<file path="config.mk">
export PLATFORM = sky130hd
export DESIGN_NAME = utf8_to_utf16_decoder
export DESIGN_NICKNAME = d
export VERILOG_FILES = /design/src/design/u8u16_pkg.sv /design/src/design/u8u16_fifo.sv /design/src/design/u8u16_front.sv /design/src/design/u8u16_back.sv /design/src/design/utf8_to_utf16_decoder.sv
export SDC_FILE = /design/constraint.sdc
export NUM_CORES = 1
export LEC_CHECK = 0
export BUFFER_PORTS_ARGS = -buffer_cell sky130_fd_sc_hd__buf_2
export CORE_ASPECT_RATIO = 0.75
export CORE_MARGIN = 3
export CORE_UTILIZATION = 45
export CTS_BUF_LIST = sky130_fd_sc_hd__clkbuf_16
export CTS_CLUSTER_DIAMETER = 100
export CTS_CLUSTER_SIZE = 10
export DETAILED_ROUTE_END_ITERATION = 12
export PLACE_DENSITY = 0.68
export SLEW_MARGIN = 20
export SYNTH_ARGS = -nofsm -noshare
export SYNTH_HDL_FRONTEND = slang
export SYNTH_SLANG_ARGS = --single-unit
</file>
<file path="constraint.sdc">
create_clock -name clock -period 2.7 [get_ports clock]
set_input_delay 0.54 -clock clock [delete_from_list [all_inputs] [get_ports clock]]
set_output_delay 0.54 -clock clock [all_outputs]
set_load 0.02 [all_outputs]
</file>
<file path="src/design/u8u16_pkg.sv">
// Shared types and constants of the UTF-8 to UTF-16 decoder.
// Used by the front end, the queue, the back end and the top level.
package u8u16_pkg;

   localparam int QueueDepth    = 4;
   localparam int QueueAddrBits = $clog2(QueueDepth);
   localparam int QueueCntBits  = $clog2(QueueDepth + 1);

   localparam logic [15:0] HighSurrogateBase = 16'hD800;
   localparam logic [15:0] LowSurrogateBase  = 16'hDC00;
   localparam logic [31:0] SupplementaryBase = 32'h0001_0000;

   // One decoded transaction handed from the front end to the back end.
   typedef struct packed {
      logic        pair;
      logic [15:0] unit_hi;
      logic [15:0] unit_lo;
      logic        last;
      logic        err;
   } entry_type;

endpackage

</file>
<file path="src/design/u8u16_fifo.sv">
// Short queue of decoded entries between the front end and the back end.
// Depends on u8u16_pkg for the entry type and the depth.
module u8u16_fifo (
   input  logic                  clock,
   input  logic                  reset,
   input  logic                  push,
   input  u8u16_pkg::entry_type  push_data,
   output logic                  full,
   input  logic                  pop,
   output logic                  head_valid,
   output u8u16_pkg::entry_type  head_data
);
   import u8u16_pkg::*;

   entry_type                 slot_ff [QueueDepth];
   logic [QueueAddrBits-1:0]  wr_ptr_ff, wr_ptr_in;
   logic [QueueAddrBits-1:0]  rd_ptr_ff, rd_ptr_in;
   logic [QueueCntBits-1:0]   count_ff, count_in;
   logic                      do_push, do_pop;

   always_comb begin
      full       = (count_ff == QueueCntBits'(QueueDepth));
      head_valid = (count_ff != '0);
      head_data  = slot_ff[rd_ptr_ff];
      do_push    = push && !full;
      do_pop     = pop && head_valid;
      wr_ptr_in  = do_push ? wr_ptr_ff + 1'b1 : wr_ptr_ff;
      rd_ptr_in  = do_pop ? rd_ptr_ff + 1'b1 : rd_ptr_ff;
      count_in   = count_ff;
      if (do_push && !do_pop) begin
         count_in = count_ff + 1'b1;
      end else if (do_pop && !do_push) begin
         count_in = count_ff - 1'b1;
      end
   end

   always_ff @(posedge clock) begin
      if (reset) begin
         wr_ptr_ff <= '0;
         rd_ptr_ff <= '0;
         count_ff  <= '0;
      end else begin
         wr_ptr_ff <= wr_ptr_in;
         rd_ptr_ff <= rd_ptr_in;
         count_ff  <= count_in;
      end
   end

   always_ff @(posedge clock) begin
      if (do_push) begin
         slot_ff[wr_ptr_ff] <= push_data;
      end
   end

endmodule

</file>
<file path="src/design/u8u16_front.sv">
// Front end: accepts UTF-8 bytes, tracks the open sequence and builds entries.
// Depends on u8u16_pkg for the entry type and the surrogate constants.
module u8u16_front (
   input  logic                  clock,
   input  logic                  reset,
   input  logic                  accept,
   input  logic [7:0]            in_byte,
   input  logic                  in_last,
   output logic                  produce,
   output u8u16_pkg::entry_type  entry
);
   import u8u16_pkg::*;

   logic [1:0]  pending_ff, pending_in;
   logic [1:0]  seq_len_ff, seq_len_in;
   logic [20:0] acc_ff, acc_in;
   logic [20:0] acc_next;
   logic [1:0]  pending_dec;
   logic [31:0] offset;

   always_comb begin
      acc_next    = {acc_ff[14:0], in_byte[5:0]};
      pending_dec = pending_ff - 2'd1;
      offset      = {11'd0, acc_next} - SupplementaryBase;

      produce       = 1'b0;
      entry.pair    = 1'b0;
      entry.unit_hi = '0;
      entry.unit_lo = LowSurrogateBase + {6'd0, acc_next[9:0]};
      entry.last    = in_last;
      entry.err     = 1'b0;
      pending_in    = pending_ff;
      seq_len_in    = seq_len_ff;
      acc_in        = acc_ff;

      if (pending_ff == 2'd0) begin
         if (!in_byte[7]) begin
            produce       = 1'b1;
            entry.unit_hi = {8'd0, in_byte};
         end else begin
            case (in_byte) inside
               [8'h80:8'hDF]: begin
                  acc_in     = {16'd0, in_byte[4:0]};
                  seq_len_in = 2'd1;
               end
               [8'hE0:8'hEF]: begin
                  acc_in     = {17'd0, in_byte[3:0]};
                  seq_len_in = 2'd2;
               end
               default: begin
                  acc_in     = {18'd0, in_byte[2:0]};
                  seq_len_in = 2'd3;
               end
            endcase
            pending_in = seq_len_in;
            if (in_last) begin
               produce    = 1'b1;
               entry.err  = 1'b1;
               pending_in = 2'd0;
               seq_len_in = 2'd0;
               acc_in     = '0;
            end
         end
      end else begin
         acc_in     = acc_next;
         pending_in = pending_dec;
         if (pending_dec != 2'd0) begin
            if (in_last) begin
               produce    = 1'b1;
               entry.err  = 1'b1;
               pending_in = 2'd0;
               seq_len_in = 2'd0;
               acc_in     = '0;
            end
         end else begin
            produce    = 1'b1;
            seq_len_in = 2'd0;
            acc_in     = '0;
            if (seq_len_ff == 2'd3) begin
               entry.pair    = 1'b1;
               entry.unit_hi = HighSurrogateBase + offset[25:10];
            end else begin
               entry.unit_hi = acc_next[15:0];
            end
         end
      end
   end

   always_ff @(posedge clock) begin
      if (reset) begin
         pending_ff <= '0;
         seq_len_ff <= '0;
         acc_ff     <= '0;
      end else if (accept) begin
         pending_ff <= pending_in;
         seq_len_ff <= seq_len_in;
         acc_ff     <= acc_in;
      end
   end

endmodule

</file>
<file path="src/design/u8u16_back.sv">
// Back end: drains queued entries into the output register, one unit per cycle while the receiver is ready.
// Depends on u8u16_pkg for the entry type.
module u8u16_back (
   input  logic                  clock,
   input  logic                  reset,
   input  logic                  little_endian,
   input  logic                  head_valid,
   input  u8u16_pkg::entry_type  head_data,
   output logic                  pop,
   output logic                  rsp_valid,
   input  logic                  rsp_ready,
   output logic [15:0]           rsp_unit,
   output logic                  rsp_last,
   output logic                  rsp_err
);
   import u8u16_pkg::*;

   logic        valid_ff, valid_in;
   logic        phase_ff, phase_in;
   logic [15:0] unit_ff, unit_in;
   logic        last_ff, last_in;
   logic        err_ff, err_in;
   logic        load, first_half;
   logic [15:0] unit_sel;

   always_comb begin
      load       = (!valid_ff || rsp_ready) && head_valid;
      first_half = head_data.pair && !phase_ff;
      pop        = load && !first_half;
      unit_sel   = (head_data.pair && phase_ff) ? head_data.unit_lo : head_data.unit_hi;
      unit_in    = little_endian ? unit_sel : {unit_sel[7:0], unit_sel[15:8]};
      last_in    = first_half ? 1'b0 : head_data.last;
      err_in     = first_half ? 1'b0 : head_data.err;
      valid_in   = valid_ff && !rsp_ready;
      phase_in   = phase_ff;
      if (load) begin
         valid_in = 1'b1;
         phase_in = first_half;
      end
   end

   always_ff @(posedge clock) begin
      if (reset) begin
         valid_ff <= 1'b0;
         phase_ff <= 1'b0;
      end else begin
         valid_ff <= valid_in;
         phase_ff <= phase_in;
      end
   end

   always_ff @(posedge clock) begin
      if (load) begin
         unit_ff <= unit_in;
         last_ff <= last_in;
         err_ff  <= err_in;
      end
   end

   assign rsp_valid = valid_ff;
   assign rsp_unit  = unit_ff;
   assign rsp_last  = last_ff;
   assign rsp_err   = err_ff;

endmodule

</file>
<file path="src/design/utf8_to_utf16_decoder.sv">
// UTF-8 to UTF-16 decoder, top level.
// Depends on u8u16_pkg, u8u16_front, u8u16_fifo and u8u16_back.
//
// Usage:
// The req_ channel carries one UTF-8 byte per transaction in req_tdata, with
// req_tlast high on the final byte of a string. The rsp_ channel returns
// UTF-16 code units in rsp_tdata, rsp_tlast marks the final unit of the
// string, and rsp_tuser flags a string that ended inside a sequence; such a
// transaction carries a zero unit and the consumer drops the whole string.
// A four-byte sequence gives a surrogate pair as two transactions.
// The block takes one byte per cycle while the queue is not full. A unit
// reaches rsp_ by way of a four-entry queue, into which the front end decodes
// the completing byte combinationally, and then the output register, which
// loads from the queue head. Output runs at one unit per cycle while the
// receiver is ready, so a pair leaves as two units from its four input bytes.
// When the receiver stalls, the output register holds and the queue fills;
// req_tready falls only once the queue is full.
// Reset clears the queue, the open sequence and the output, and sets
// little-endian order. csr_wr_en writes the byte order bit; write it only
// while no string is in flight.
module utf8_to_utf16_decoder (
   input  logic        clock,
   input  logic        reset,
   input  logic        req_tvalid,
   output logic        req_tready,
   input  logic [7:0]  req_tdata,   // [7:0] in_byte
   input  logic        req_tlast,
   output logic        rsp_tvalid,
   input  logic        rsp_tready,
   output logic [15:0] rsp_tdata,   // [15:0] code_unit
   output logic        rsp_tlast,
   output logic [0:0]  rsp_tuser,   // [0] truncated_error
   input  logic        csr_wr_en,
   input  logic        csr_wr_data
);
   import u8u16_pkg::*;

   logic      little_endian_ff;
   logic      accept, produce, full, pop, head_valid;
   entry_type entry, head_data;

   always_ff @(posedge clock) begin
      if (reset) begin
         little_endian_ff <= 1'b1;
      end else if (csr_wr_en) begin
         little_endian_ff <= csr_wr_data;
      end
   end

   assign req_tready = !full;
   assign accept     = req_tvalid && req_tready;

   u8u16_front u_front (
      .clock   (clock),
      .reset   (reset),
      .accept  (accept),
      .in_byte (req_tdata),
      .in_last (req_tlast),
      .produce (produce),
      .entry   (entry)
   );

   u8u16_fifo u_fifo (
      .clock      (clock),
      .reset      (reset),
      .push       (accept && produce),
      .push_data  (entry),
      .full       (full),
      .pop        (pop),
      .head_valid (head_valid),
      .head_data  (head_data)
   );

   u8u16_back u_back (
      .clock         (clock),
      .reset         (reset),
      .little_endian (little_endian_ff),
      .head_valid    (head_valid),
      .head_data     (head_data),
      .pop           (pop),
      .rsp_valid     (rsp_tvalid),
      .rsp_ready     (rsp_tready),
      .rsp_unit      (rsp_tdata),
      .rsp_last      (rsp_tlast),
      .rsp_err       (rsp_tuser[0])
   );

endmodule

</file>
==> impl_metrics.toml, run 1 <==
[drt]
wire_per_inst_um = 19.3
drt-total-wl_um = 13200
viasPerCell = 5.46
num_vias = 3732
drc = 0
firstDrtPassIters = 5
ant_nets = 0
drtIter0Drc = 259

[placement]
place_hpwl_um = 8290
io_buffers = 34
gp_congestion = 0.825
place_inst = 652
place_ws_ps = 232
dpl-instance-area_um2 = 7160

[power_and_ir_drop]
p_total_mw = 7.58
irDropWorstVdd_mv = 0.908
p_switching_mw = 2.29
switching_share_pct = 30.2
power.density_nw_per_um2 = 983
power.internal_mw = 5.29
p_leak_nw = 2.72
p_clk_share_pct = 29.7
combPwrFrac_pct = 26.0
pwr-share-seq_pct = 44.4

[sta]
worst_pin_slew_ps = 979
rsz0062_at_grt = "no"
layout_setup_ws_ps = 215
finalHoldViolations = 0
slew_headroom_pct = 34.7
fin_setup_tns_ps = 0
hold-worst-slack_ps = 334
final.setup_skew_ps = 6.21
period_needed_ps = 2480
maxSlewViolCount = 0
fmax_ghz = 0.402
setup_viol = 0
timing.final.crit_share_pct = 92.0

[critical_path]
path_max_fanout = 9
reg2reg_to = "u_fifo.count_ff[2]"
start_kind = "flip-flop"
timing.rr.start = "u_front.pending_ff[0]"
worstPathRequired_ps = 3040
cp-end-kind = "flip-flop"
crit_family = "adder cells"
cp_slowest_cell = "fa_1"
rrSetupSlack_ps = 220
cp_slowest_stage_delay_ps = 370
path_class = "flip-flop to flip-flop"
rr_worst_depth = 10
worst_ep_arrival_time_ps = 2820
worst-path-buf-inv = 2
path_cells = "inv_1 > ha_1 > nor2b_1 > o311a_1 > ha_1 > inv_1 > fa_1 > xor2_1 > or3_1 > a21oi_1"

[min_path]
min_from = "csr_wr_data"
hp-class = "primary input to flip-flop"
min_to = "little_endian_ff"
whs_path_depth = 2

[cells_and_area]
fin_area_um2 = 7710
finish.utilization_pct = 53.0
final_cells = 683
drive_gt1_share_pct = 23.4
fill_cells = 1199
layout_commonest_cell = "edfxtp_1"
final_cell_mix = "edfxtp_1, buf_2, a21oi_1, dfxtp_1, mux4_2"
insertedDiodeCount = 0
syn_to_final_growth_pct = 14.4
fin_nets = 495

[cts]
cts.clk_slew.worst_paths_ps = 60
cts-resized-gates = 0
hold_buffers = 0
post_cts_buffers = 0
clockBufferDepth = 2
cts-htree-levels = 4
cts_buffers = 17
cts_sinks = 165
clock_latency_ps = 410
cts_tree = "done"
root_buffer = "clkbuf_16"

[synthesis]
synth_nets = 452
netlist_instances = 428
yosys_warnings = 0
syn_avg_cell_area_um2 = 15.7
synth_area_um2 = 6740
synth.distinct_cells = 41
seq_area_frac_synth_pct = 68.9
yosys_register_bits = 165

[global_route]
first_global_vias = 3716
grt_max_degree = 31
overflow = 0
grt_pass1_wl_um = 20900
track_usage_pct = 16.9
grt_antenna_before_repair = 0

[floorplan]
die-area_um2 = 16500
io_pins = 35
core_area_um2 = 14500
fp-row-count = 38
dieWidth_um = 147
start_util_pct = 46.3
die_h_um = 112

[outcome]
outcome = "finished clean"

[job]
cap_viol_max_count = 0
-- flip-flops by register name, indices dropped and copies added (netlist names), named ones only --
| name | count |
|---|---|
| u_back.rsp_last | 1 |
| u_front.pending_ff | 2 |
| u_back.phase_ff | 1 |
| u_fifo.wr_ptr_ff | 2 |
| u_front.acc_ff | 15 |
| u_front.seq_len_ff | 2 |
| u_back.rsp_valid | 1 |
| u_back.rsp_err | 1 |
| u_fifo.slot_ff | 116 |
| u_fifo.rd_ptr_ff | 2 |
| u_back.rsp_unit | 16 |
| little_endian_ff | 1 |
| u_fifo.count_ff | 3 |
-- Yosys cell counts --
master,count,area share [%]
a211o_1,1,0.13
a211oi_1,5,0.56
a211oi_4,1,0.30
a21bo_1,1,0.15
a21oi_1,30,2.2
a22o_1,7,0.91
a311oi_1,2,0.26
a31oi_1,3,0.28
and2_1,8,0.74
and3_1,1,0.093
and4b_1,1,0.15
buf_1,2,0.11
buf_2,5,0.37
buf_4,3,0.33
buf_6,1,0.17
clkbuf_1,14,0.78
dfxtp_1,31,9.2
edfxtp_1,134,60
fa_1,1,0.30
ha_1,8,1.5
inv_1,10,0.56
mux2i_1,22,3.3
mux4_2,29,9.7
nand2_1,19,1.1
nand2_2,1,0.093
nand2b_1,2,0.19
nand3_1,17,1.3
nand3b_1,1,0.11
nand4b_1,1,0.13
nor2_1,28,1.6
nor2b_1,8,0.74
nor3_1,9,0.67
nor3b_1,1,0.11
o21ai_0,6,0.45
o21ai_1,1,0.074
o311a_1,1,0.15
or3_1,2,0.19
or3b_1,2,0.26
or4b_1,2,0.30
xnor2_1,4,0.52
xor2_1,3,0.39
-- power groups by stage --
stage          Combinational, mW  Sequential [mW]  Clock [mW]
2_1_floorplan               1.24             3.58           0
3_3_place_gp                1.95             3.40           0
3_5_place_dp                2.00             3.42           0
4_1_cts                     2.00             3.37        2.29
5_1_grt                     2.15             3.40        2.41
6_report                    1.97             3.36        2.25
-- how the worst max path moves through the flow --
| stage | startpoint | endpoint | slack, ps | cells after the start |
|---|---|---|---|---|
| 4_1_cts | u_front.pending_ff[0] | u_fifo.count_ff[2] | 210 | 10 |
| 6_report | u_front.pending_ff[0] | u_fifo.count_ff[2] | 220 | 10 |
| 3_3_place_gp | rsp_tready | u_fifo.count_ff[2] | 330 | 10 |
| 2_1_floorplan | u_front.pending_ff[0] | u_fifo.count_ff[2] | 220 | 11 |
| 5_1_grt | u_front.pending_ff[1] | u_fifo.count_ff[2] | 30 | 10 |
| 3_5_place_dp | u_front.pending_ff[0] | u_fifo.count_ff[2] | 230 | 10 |
-- metal layers --
metal	wire length, um	GRT usage, %	vias to the layer above
li1	-	-	1730
met1	6050	24.7	1863
met2	6020	25.2	124
met3	906	4.07	15
met4	193	5.71	0
met5	0	0	-
-- kinds of logic after synthesis --
family          Yosys count  share of synthesized area, %
compound gates           58                          5.48
xor+xnor                  7                         0.910
flops                   165                          68.9
simple gates            103                          7.65
fa+ha+maj                 9                          1.78
buf+inv                  35                          2.32
mux                      51                          13.0
-- cell type report --
| class | count | area (um2) | area share, % |
|---|---|---|---|
| Clock inverter | 14 | 129 | 1.67 |
| Clock buffer | 17 | 425 | 5.52 |
| Tap cell | 200 | 250 | 3.24 |
| Multi-Input combinational cell | 228 | 1940 | 25.2 |
| Timing Repair Buffer | 49 | 283 | 3.67 |
| Inverter | 10 | 37.5 | 0.487 |
| Sequential cell | 165 | 4650 | 60.2 |
(Power assumes the default switching activity.)
==> run 2: changes to the inputs <==
--- a/config.mk
+++ b/config.mk
@@ -6,10 +6,10 @@
 export NUM_CORES = 1
 export LEC_CHECK = 0
 export BUFFER_PORTS_ARGS = -buffer_cell sky130_fd_sc_hd__buf_2
-export CORE_ASPECT_RATIO = 0.75
+export CORE_ASPECT_RATIO = 1.25
 export CORE_MARGIN = 3
 export CORE_UTILIZATION = 45
-export CTS_BUF_LIST = sky130_fd_sc_hd__clkbuf_16
+export CTS_BUF_LIST = sky130_fd_sc_hd__clkbuf_2
 export CTS_CLUSTER_DIAMETER = 100
 export CTS_CLUSTER_SIZE = 10
 export DETAILED_ROUTE_END_ITERATION = 12
==> run 2 against run 1 <==
Clock-buffer cell count rose by 3. Sequential power barely moved. Critical path depth fell by 1. Final cell count fell by 2.9%. Clock power fell by 50%. Global-route usage fell by 0.26 points. First-iteration DRC count fell by 7.7%. Critical path type unchanged. Utilization fell by 2.3 points. Hold slack got worse by 240 ps. Combinational power barely moved. Setup slack improved by 43 ps. Power fell by 15%. Largest cell class unchanged.
==> impl_metrics.toml, run 2 (synthesized netlist as in run 1, its figures left out) <==
[floorplan]
io_pins = 35
fp-row-count = 49
core_area_um2 = 14500
start_util_pct = 46.4
die_h_um = 143
die-area_um2 = 16500
dieWidth_um = 115

[sta]
slew_headroom_pct = 38.1
final.setup_skew_ps = 34.8
rsz0062_at_grt = "no"
fmax_ghz = 0.410
layout_setup_ws_ps = 258
finalHoldViolations = 0
hold-worst-slack_ps = 90.6
period_needed_ps = 2440
worst_pin_slew_ps = 927
timing.final.crit_share_pct = 90.4
setup_viol = 0
maxSlewViolCount = 0
fin_setup_tns_ps = 0

[power_and_ir_drop]
power.density_nw_per_um2 = 876
irDropWorstVdd_mv = 0.503
p_total_mw = 6.45
p_leak_nw = 2.59

[drt]
firstDrtPassIters = 6
drc = 0
num_vias = 3706
drt-total-wl_um = 12900
wire_per_inst_um = 19.5
ant_nets = 0
drtIter0Drc = 239
viasPerCell = 5.59

[cells_and_area]
finish.utilization_pct = 50.7
layout_commonest_cell = "edfxtp_1"
syn_to_final_growth_pct = 9.24
drive_gt1_share_pct = 22.9
largest-register = "u_fifo.slot_ff"
fin_nets = 495
final_cells = 663
final_cell_mix = "edfxtp_1, buf_2, a21oi_1, dfxtp_1, mux4_2"
fin_area_um2 = 7360
largest_reg_flops = 116

[global_route]
first_global_vias = 3777
track_usage_pct = 16.6
overflow = 0
grt_antenna_before_repair = 1
grt_max_degree = 31
grt_pass1_wl_um = 20300

[outcome]
outcome = "finished clean"

[placement]
place_inst = 629
place_hpwl_um = 8340
io_buffers = 34
place_ws_ps = 287
gp_congestion = 0.817
dpl-instance-area_um2 = 7160

[cts]
clock_latency_ps = 690
cts.clk_slew.worst_paths_ps = 230
cts-htree-levels = 4
cts_sinks = 165
root_buffer = "clkbuf_2"
post_cts_buffers = 0
cts_tree = "done"
clockBufferDepth = 2
cts_buffers = 17

[critical_path]
crit_family = "multiplexers"
path_class = "flip-flop to flip-flop"
cp_slowest_cell = "mux4_2"
cp-end-kind = "flip-flop"
critical_path.most_common_cell = "inv_1"
cp_slowest_stage_delay_ps = 540
path_cells = "mux4_2 > a211oi_4 > inv_1 > ha_1 > inv_1 > fa_1 > xor2_1 > or3_1 > a21oi_1"
worst-path-buf-inv = 2
worst_ep_arrival_time_ps = 3080
path_max_fanout = 5
start_kind = "flip-flop"
worstPathRequired_ps = 3340

[job]
cap_viol_max_count = 0

[min_path]
hp-class = "primary input to flip-flop"
run 2: cell types whose count changed in the layout (fill, tap and decap cells not counted), sizes merged:
cell	change
inv	-4
clkbuf	+3
clkinv	+3
buf	-1
clkinvlp	-1
diode	+1
dlygate4sd3	+1
run 2: worst paths after layout:
| kind | startpoint | end | slack [ps] | cells past startpoint |
|---|---|---|---|---|
| worst max register to register | u_fifo.slot_ff[1][34] | u_fifo.count_ff[2] | 260 | 9 |
| worst max-delay path | u_fifo.slot_ff[1][34] | u_fifo.count_ff[2] | 260 | 9 |
| worst min register to register | u_front.seq_len_ff[0] | u_front.seq_len_ff[0] | 480 | 2 |
| worst min-delay path | csr_wr_en | little_endian_ff | 90 | 2 |
run 2: layer usage:
metal,track usage (%),routed length [um]
met1,20.7,5220
met2,28.5,6880
met3,3.18,570
met4,6.86,284
met5,0,0
run 2: where the power goes:
part	switching [mW]	internal [mW]
clock	0.794	0.328
combinational	1.18	0.813
sequential	0.126	3.21
total	2.10	4.36
run 2: timing repair:
| action | 4_1_cts | 5_1_grt |
|---|---|---|
| setup endpoints to repair | 0 | 0 |
| hold buffers | 1 | 0 |
| hold endpoints to repair | 1 | 0 |
| gates resized for setup | 0 | 0 |
run 2: layout make-up:
class	instances	area (um2)
fillers	1214	7170
flip-flops and latches	165	4650
well taps	178	223
diodes	1	2.50
clock buffers	20	100
clock inverters	12	92.6
multi-input cells	228	1940
repair buffers	49	323
inverters	10	37.5
